<file path="config.mk">
export PLATFORM = sky130hd
export DESIGN_NAME = double_ended_queue_with_search_unit
export DESIGN_NICKNAME = d
export VERILOG_FILES = /design/src/hw/rtl/deqs_pkg.sv /design/src/hw/rtl/double_ended_queue_with_search_unit.sv /design/src/hw/rtl/deqs_dp.sv /design/src/hw/rtl/deqs_ctrl.sv
export SDC_FILE = /design/constraint.sdc
export NUM_CORES = 1
export LEC_CHECK = 0
export BUFFER_PORTS_ARGS = -buffer_cell sky130_fd_sc_hd__buf_2
export CAP_MARGIN = 30
export CORE_MARGIN = 2
export CORE_UTILIZATION = 56
export DETAILED_ROUTE_END_ITERATION = 7
export PLACE_DENSITY = 0.75
export SYNTH_ARGS = -nofsm -noshare
export SYNTH_HDL_FRONTEND = slang
export SYNTH_HIERARCHICAL = 1
export SYNTH_SLANG_ARGS = --single-unit
export TNS_END_PERCENT = 30
</file>
<file path="constraint.sdc">
create_clock -name i_clk -period 3.8 [get_ports i_clk]
set_input_delay 0.19 -clock i_clk [delete_from_list [all_inputs] [get_ports i_clk]]
set_output_delay 0.19 -clock i_clk [all_outputs]
set_load 0.005 [all_outputs]
</file>
<file path="src/hw/rtl/deqs_pkg.sv">
// Shared types and constants for the double-ended queue with search.
package deqs_pkg;

    // Ring store depth. Ring positions wrap by truncation, so it must be a power of two.
    localparam int DEPTH  = 16;
    localparam int ADDR_W = $clog2(DEPTH);
    localparam int CNT_W  = $clog2(DEPTH + 1);

    localparam logic [2:0] OP_PUSH_BACK  = 3'd0;
    localparam logic [2:0] OP_POP_BACK   = 3'd1;
    localparam logic [2:0] OP_PUSH_FRONT = 3'd2;
    localparam logic [2:0] OP_POP_FRONT  = 3'd3;
    localparam logic [2:0] OP_SEARCH     = 3'd4;

    localparam logic [1:0] ST_OK        = 2'd0;
    localparam logic [1:0] ST_EMPTY     = 2'd1;
    localparam logic [1:0] ST_FULL      = 2'd2;
    localparam logic [1:0] ST_NOT_FOUND = 2'd3;

    typedef struct packed {
        logic [2:0]         opcode;
        logic signed [31:0] value_in;
    } t_in_beat;

    typedef struct packed {
        logic [1:0]         status;
        logic signed [31:0] value_out;
        logic [4:0]         occupancy;
    } t_out_beat;

    // Commands from the controller to the datapath.
    typedef struct packed {
        logic accept;
        logic exec;
        logic pop_load;
        logic scan_step;
        logic load_out;
    } t_cmd;

    // Status from the datapath to the controller.
    typedef struct packed {
        logic need_read;
        logic need_scan;
        logic scan_last;
    } t_dp_status;

endpackage

</file>
<file path="src/hw/rtl/double_ended_queue_with_search_unit.sv">
// Top level of the double-ended queue with search: controller plus datapath.
//
// The block holds up to 16 signed 32-bit values in a ring store and takes one
// operation per input beat: push or pop at either end, or a search for a value.
// Each input beat yields exactly one output beat carrying a status, the popped
// or matched value, and the occupancy after the operation.
// Both channels use valid and ready; a beat moves on a rising edge with both high.
// One operation is in flight at a time. A push, a refused pop or search, or an
// unused opcode passes through execute and then the hand-over to the output
// register; a pop adds a read step between them, because the ring store has a
// single registered read port. A search reads one stored entry per cycle through
// that port, over every held entry, before the hand-over. The input is ready
// again from the edge that places a result in the output register.
// The output register decouples the two sides: the next beat is accepted and
// worked on while a result still waits; only the hand-over into the output
// register waits for the receiver.
// Synchronous active-low reset empties the queue and clears the output valid;
// the store contents are left as they are, since no held entry survives reset.
module double_ended_queue_with_search_unit (
    input  logic                i_clk,
    input  logic                i_rst_n,
    input  logic                i_in_valid,
    output logic                o_in_ready,
    input  deqs_pkg::t_in_beat  i_in_data,
    output logic                o_out_valid,
    input  logic                i_out_ready,
    output deqs_pkg::t_out_beat o_out_data
);
    import deqs_pkg::*;

    // Commands and status between the sequencer and the datapath.
    t_cmd       cmd;
    t_dp_status dp_status;

    // The controller walks each operation through execute, optional read or
    // scan, and the final hand-over to the output register.
    deqs_ctrl u_ctrl (
        .i_clk       (i_clk),
        .i_rst_n     (i_rst_n),
        .i_in_valid  (i_in_valid),
        .o_in_ready  (o_in_ready),
        .o_out_valid (o_out_valid),
        .i_out_ready (i_out_ready),
        .i_status    (dp_status),
        .o_cmd       (cmd)
    );

    // The datapath holds the ring store, its front pointer and count, and the
    // result registers.
    deqs_dp u_dp (
        .i_clk      (i_clk),
        .i_rst_n    (i_rst_n),
        .i_in_data  (i_in_data),
        .i_cmd      (cmd),
        .o_status   (dp_status),
        .o_out_data (o_out_data)
    );

endmodule

</file>
<file path="src/hw/rtl/deqs_dp.sv">
// Datapath: ring store, pointers, search compare and result registers.
module deqs_dp (
    input  logic                i_clk,
    input  logic                i_rst_n,
    input  deqs_pkg::t_in_beat  i_in_data,
    input  deqs_pkg::t_cmd      i_cmd,
    output deqs_pkg::t_dp_status o_status,
    output deqs_pkg::t_out_beat o_out_data
);
    import deqs_pkg::*;

    logic [31:0]        r_mem [DEPTH];
    logic [2:0]         r_op;
    logic signed [31:0] r_val;
    logic [ADDR_W-1:0]  r_front;
    logic [CNT_W-1:0]   r_count;
    logic [CNT_W-1:0]   r_idx;
    logic               r_found;
    logic [31:0]        r_rdata;
    t_out_beat          r_res;
    t_out_beat          r_out;

    logic [ADDR_W-1:0]  n_front;
    logic [CNT_W-1:0]   n_count;
    t_out_beat          n_res;

    logic               is_full;
    logic               is_empty;
    logic [ADDR_W-1:0]  back_addr;
    logic [ADDR_W-1:0]  last_addr;
    logic [ADDR_W-1:0]  front_dec;
    logic [ADDR_W-1:0]  scan_addr;
    logic               match;
    logic               found_n;
    logic               scan_last;
    logic               wr_en;
    logic [ADDR_W-1:0]  wr_addr;
    logic               rd_en;
    logic [ADDR_W-1:0]  rd_addr;

    assign is_full   = (r_count == CNT_W'(DEPTH));
    assign is_empty  = (r_count == '0);
    assign back_addr = r_front + r_count[ADDR_W-1:0];
    assign last_addr = back_addr - ADDR_W'(1);
    assign front_dec = r_front - ADDR_W'(1);
    assign scan_addr = r_front + r_idx[ADDR_W-1:0];
    assign match     = (r_rdata == r_val);
    assign found_n   = r_found | match;
    assign scan_last = (r_idx == r_count);

    assign o_status.need_read = ((r_op == OP_POP_BACK) || (r_op == OP_POP_FRONT)) && !is_empty;
    assign o_status.need_scan = (r_op == OP_SEARCH) && !is_empty;
    assign o_status.scan_last = scan_last;
    assign o_out_data         = r_out;

    always_comb begin
        wr_en   = 1'b0;
        wr_addr = back_addr;
        rd_en   = 1'b0;
        rd_addr = scan_addr;
        n_front = r_front;
        n_count = r_count;
        n_res   = r_res;
        if (i_cmd.exec) begin
            n_res.status    = ST_OK;
            n_res.value_out = '0;
            case (r_op)
                OP_PUSH_BACK: begin
                    if (is_full) begin
                        n_res.status = ST_FULL;
                    end else begin
                        wr_en   = 1'b1;
                        n_count = r_count + CNT_W'(1);
                    end
                end
                OP_PUSH_FRONT: begin
                    if (is_full) begin
                        n_res.status = ST_FULL;
                    end else begin
                        wr_en   = 1'b1;
                        wr_addr = front_dec;
                        n_front = front_dec;
                        n_count = r_count + CNT_W'(1);
                    end
                end
                OP_POP_BACK: begin
                    if (is_empty) begin
                        n_res.status = ST_EMPTY;
                    end else begin
                        rd_en   = 1'b1;
                        rd_addr = last_addr;
                        n_count = r_count - CNT_W'(1);
                    end
                end
                OP_POP_FRONT: begin
                    if (is_empty) begin
                        n_res.status = ST_EMPTY;
                    end else begin
                        rd_en   = 1'b1;
                        rd_addr = r_front;
                        n_front = r_front + ADDR_W'(1);
                        n_count = r_count - CNT_W'(1);
                    end
                end
                OP_SEARCH: begin
                    if (is_empty) begin
                        n_res.status = ST_NOT_FOUND;
                    end else begin
                        rd_en   = 1'b1;
                        rd_addr = r_front;
                    end
                end
                default: begin
                end
            endcase
            n_res.occupancy = n_count;
        end
        if (i_cmd.pop_load) begin
            n_res.value_out = r_rdata;
        end
        if (i_cmd.scan_step) begin
            if (scan_last) begin
                n_res.status    = found_n ? ST_OK : ST_NOT_FOUND;
                n_res.value_out = found_n ? r_val : '0;
            end else begin
                rd_en   = 1'b1;
                rd_addr = scan_addr;
            end
        end
    end

    // Ring store with a registered read port.
    always_ff @(posedge i_clk) begin
        if (wr_en) begin
            r_mem[wr_addr] <= r_val;
        end
        if (rd_en) begin
            r_rdata <= r_mem[rd_addr];
        end
    end

    always_ff @(posedge i_clk) begin
        if (!i_rst_n) begin
            r_front <= '0;
            r_count <= '0;
        end else begin
            r_front <= n_front;
            r_count <= n_count;
        end
    end

    always_ff @(posedge i_clk) begin
        if (i_cmd.accept) begin
            r_op  <= i_in_data.opcode;
            r_val <= i_in_data.value_in;
        end
        if (i_cmd.exec) begin
            r_idx   <= CNT_W'(1);
            r_found <= 1'b0;
        end else if (i_cmd.scan_step) begin
            r_idx   <= r_idx + CNT_W'(1);
            r_found <= found_n;
        end
        r_res <= n_res;
        if (i_cmd.load_out) begin
            r_out <= r_res;
        end
    end

    a_count_bound: assert property (@(posedge i_clk) disable iff (!i_rst_n)
        r_count <= CNT_W'(DEPTH))
        else $error("entry count exceeds the store depth");

    a_push_grows: assert property (@(posedge i_clk) disable iff (!i_rst_n)
        i_cmd.exec && !is_full && ((r_op == OP_PUSH_BACK) || (r_op == OP_PUSH_FRONT))
        |=> r_count == $past(r_count) + CNT_W'(1))
        else $error("accepted push did not grow the queue by one");

endmodule

</file>
<file path="src/hw/rtl/deqs_ctrl.sv">
// Controller: sequences one operation at a time and owns the output valid flag.
module deqs_ctrl (
    input  logic                 i_clk,
    input  logic                 i_rst_n,
    input  logic                 i_in_valid,
    output logic                 o_in_ready,
    output logic                 o_out_valid,
    input  logic                 i_out_ready,
    input  deqs_pkg::t_dp_status i_status,
    output deqs_pkg::t_cmd       o_cmd
);
    import deqs_pkg::*;

    typedef enum logic [2:0] {
        S_IDLE,
        S_EXEC,
        S_POP,
        S_SCAN,
        S_FIN
    } t_state;

    t_state r_state;
    t_state n_state;
    logic   r_out_valid;
    logic   n_out_valid;

    assign o_in_ready  = (r_state == S_IDLE);
    assign o_out_valid = r_out_valid;

    always_comb begin
        o_cmd.accept    = (r_state == S_IDLE) && i_in_valid;
        o_cmd.exec      = (r_state == S_EXEC);
        o_cmd.pop_load  = (r_state == S_POP);
        o_cmd.scan_step = (r_state == S_SCAN);
        o_cmd.load_out  = (r_state == S_FIN) && (!r_out_valid || i_out_ready);
    end

    always_comb begin
        n_state = r_state;
        unique case (r_state)
            S_IDLE: if (i_in_valid) n_state = S_EXEC;
            S_EXEC: begin
                if (i_status.need_read) begin
                    n_state = S_POP;
                end else if (i_status.need_scan) begin
                    n_state = S_SCAN;
                end else begin
                    n_state = S_FIN;
                end
            end
            S_POP:  n_state = S_FIN;
            S_SCAN: if (i_status.scan_last) n_state = S_FIN;
            S_FIN:  if (o_cmd.load_out) n_state = S_IDLE;
            default: n_state = S_IDLE;
        endcase
        if (o_cmd.load_out) begin
            n_out_valid = 1'b1;
        end else if (i_out_ready) begin
            n_out_valid = 1'b0;
        end else begin
            n_out_valid = r_out_valid;
        end
    end

    always_ff @(posedge i_clk) begin
        if (!i_rst_n) begin
            r_state     <= S_IDLE;
            r_out_valid <= 1'b0;
        end else begin
            r_state     <= n_state;
            r_out_valid <= n_out_valid;
        end
    end

    a_accept_execs: assert property (@(posedge i_clk) disable iff (!i_rst_n)
        o_cmd.accept |=> r_state == S_EXEC)
        else $error("accepted beat was not executed next cycle");

    a_no_overwrite: assert property (@(posedge i_clk) disable iff (!i_rst_n)
        o_cmd.load_out |-> (!r_out_valid || i_out_ready))
        else $error("result loaded over an untaken output beat");

endmodule

</file>
==> qor.csv <==
stage,metric,value,unit
clock_tree,CTS tree,yes,
place,Final HPWL DP,40500,um
setup_path,crit path kind,reg2reg,
place,# port buffers,79,
power_and_ir_drop,PD cells,505,nW/um^2
layout,design area,31600,um^2
detailed_routing,DR pass1 iterations,5,
floorplanning,Die Ht,226,um
timing,PnR worst setup slack,0.161,ns
worst_hold_path,HP Class,in2reg,
layout,Ant. Diodes,0,
logic_synthesis,dominant synthesized flop cell,edfxtp_1,
floorplanning,die area,51000,um^2
logic_synthesis,Synth Area in Compound Gates,16.5,%
clock_tree,Post-CTS Setup Repair Bufs,0,
timing,Layout Skew,0.0216,ns
global_routing,initial antenna violation count,0,
floorplanning,Row Count,81,
logic_synthesis,cells after synthesis,1928,
floorplanning,# IOs,80,
logic_synthesis,syn nets,1982,
logic_synthesis,yosys warns,6,
timing,endpoints failing setup,0,
logic_synthesis,synthesized cell area,27500,um^2
clock_tree,CTS max path bufs,3,
timing,RSZ-0062 raised after global routing,yes,
setup_path,r2r startpoint,u_dp/r_count[0],
worst_hold_path,Hold Path End,u_ctrl/r_state[0],
clock_tree,total CTS buffers,68,
logic_synthesis,Seq cells post-synth,676,
global_routing,largest net degree at the start of global routing,93,
timing,Fin Hold WS,0.0424,ns
status,outcome,"complete, no violations",
timing,"Hold Violations, Final",0,
clock_tree,CTS root buffer,clkbuf_16,
clock_tree,H-tree levels,3,
detailed_routing,DRT iter0 DRCs,2443,
setup_path,worst stage delay on the critical path,0.56,ns
setup_path,Crit. End Element,flop,
worst_hold_path,hold path startpoint,i_in_valid,
floorplanning,core area,48700,um^2
clock_tree,clk sinks,676,
timing,final-report max-slew violation count,0,
setup_path,CP max stage cell,or4_1,
setup_path,crit-path max FO,23,
logic_synthesis,Simple-Gate Fraction of Synth Area,5.78,%
logic_synthesis,adder-cell share of the synthesized area,0.736,%
power_and_ir_drop,leak pwr,10.0,nW
global_routing,gr usage total,28.3,%
timing,f_max,275,MHz
setup_path,critical path launch point type,flop,
setup_path,crit path buf inv count,1,
place,placed cell area,29100,um^2
detailed_routing,routed vias,18100,
layout,final core utilization,64.8,%
floorplanning,initial core utilization,56.5,%
power_and_ir_drop,Power Total,15.9,mW
detailed_routing,Total Wirelength,71800,um
setup_path,WP data required,4.13,ns
clock_tree,clock slew at reported path FFs,0.06,ns
worst_hold_path,hold depth,4,
timing,Worst-Margin Slew,0.920,ns
global_routing,first-pass GRT wire length,107000,um
detailed_routing,Wirelength per Cell,26.0,um
logic_synthesis,Synth area leaders,"edfxtp_1, dfxtp_1, a21oi_1",
logic_synthesis,"area leader, netlist",edfxtp_1,
layout,Final #Nets,2094,
logic_synthesis,mux cell area share after synthesis,0.450,%
setup_path,crit path from,u_dp/r_count[0],
logic_synthesis,top-count cell post-synth,edfxtp_1,
global_routing,vias in the first global route,17400,
layout,Area growth syn-to-layout,14.7,%
global_routing,"Remaining Overflow, GRT",0,
setup_path,CP top delay family,compound AO/OA/AOI/OAI gates,
power_and_ir_drop,maximum vdd drop,0.324,mV
logic_synthesis,Post-synth ARST share,0,%
logic_synthesis,commonest cells in the netlist,"edfxtp_1, a21oi_1, nand2_1",
timing,period utilization,95.8,%
detailed_routing,drt via density,6.58,
clock_tree,"Clk Latency, worst-skew pair",0.61,ns
logic_synthesis,Synth top area share,67.9,%
run,max-cap violations,0,
logic_synthesis,post-synthesis sequential area ratio,71.8,%
logic_synthesis,main combinational cell family by area after synthesis,compound AO/OA/AOI/OAI gates,
setup_path,"Arr. time, crit path",3.97,ns
place,dpl ws,0.244,ns
setup_path,CP Cell Sequence,"ha_1, fa_1, or4_1, a21oi_1, mux2i_1, a211oi_1, nor3_2, buf_4, a22oi_1, o221ai_1",
place,GP Congestion,0.864,
detailed_routing,DRC,0,
logic_synthesis,distinct cell type count after synthesis,64,
setup_path,R2R Setup Slk,0.16,ns
floorplanning,die width,226,um
logic_synthesis,syn_area_per_cell,14.3,um^2
timing,min Tclk post-route,3.64,ns
logic_synthesis,XOR/XNOR Fraction of Synth Area,1.81,%
setup_path,R2R Path End,u_dp/r_rdata[5],
logic_synthesis,number of flops mapped to enable cells by yosys,623,
detailed_routing,ANT nets after route,0,
setup_path,cells on worst reg2reg path,10,
timing,Rel. slew slack,38.6,%
layout,fraction of layout cells with a size suffix above 1,15.7,%
state kept, by name, summed over array words and instances, names as in the netlist:
| name | cells |
|---|---|
| u_dp/r_count | 5 |
| u_ctrl/o_out_valid | 1 |
| u_dp/r_mem | 512 |
| u_dp/r_idx | 5 |
| u_dp/r_val | 32 |
| u_dp/r_rdata | 32 |
| u_dp/r_front | 4 |
| u_dp/o_out_data | 39 |
| u_dp/r_op | 3 |
| u_dp/r_res | 39 |
| u_ctrl/r_state | 3 |
| u_dp/r_found | 1 |
logic make-up (layout without fill, tap and decap cells):
family,after synthesis,count (layout)
compound gates,658,658
xor+xnor,57,57
fa+ha+maj,15,15
buf+inv,174,339
flops,676,676
mux,12,12
simple gates,336,336
layout make-up:
cell class	instances	area, um^2
flip-flops and latches	676	19800
clock inverters	30	223
inverters	9	33.8
multi-input cells	1078	7140
fillers	3327	17200
repair buffers	207	1760
clock buffers	93	1830
well taps	664	831
what timing repair did:
action	CTS	global route
hold endpoints to repair	48	0
resized for setup	0	2
endpoints found under the setup margin	0	2
hold buffers	39	0
tightest hold or removal path, delay by kind of cell:
family / cells / cell delay, ns
buf+inv: 1 / 0.11
simple gates: 2 / 0.17
compound gates: 1 / 0.11
per-stage QoR:
stage | setup TNS [ns] | cells
after global placement | 0 | 2594
final | 0 | 2757
after CTS | 0 | 2757
after global routing | -0.0300 | 2757
after floorplan | -65.28 | 1928
after detailed placement | 0 | 2595
worst max-delay path by stage:
stage                       end  depth (start not counted)  slack, ns
2_1_floorplan  u_dp/r_mem[8][0]                         10      -0.14
3_3_place_gp   u_dp/r_rdata[29]                         12       0.29
3_5_place_dp    u_dp/r_rdata[2]                         12       0.24
4_1_cts        u_dp/r_rdata[22]                          9       0.18
5_1_grt         u_dp/r_rdata[2]                         12      -0.03
6_report        u_dp/r_rdata[5]                         10       0.16
power breakdown:
part	switching [mW]	internal (mW)	total, mW
clock	2.75	3.53	6.27
sequential	0.158	8.31	8.47
combinational	0.744	0.450	1.19
routing by layer:
metal | track usage [%] | part of all wire [%]
met5 | 0 | 0
met4 | 10.5 | 3.1
met3 | 5.20 | 10
met2 | 45.8 | 48
met1 | 38.6 | 39
cells in the final DEF, fill, tap and decap left out, types with 23 or more instances in the layout:
cell and count:
nand2_1 150, buf_2 79, dfxtp_1 53, nand3_1 73
a32oi_1 64, edfxtp_1 623, dlygate4sd3_1 39, a311oi_1 41
a311oi_2 23, buf_4 65, a21oi_1 209, xnor2_1 37
a22oi_1 64, o21ai_0 127, a22o_1 65, o221ai_1 32
clkbuf_16 69, clkbuf_1 23
Note: power is estimated with default switching activity, not from simulation.
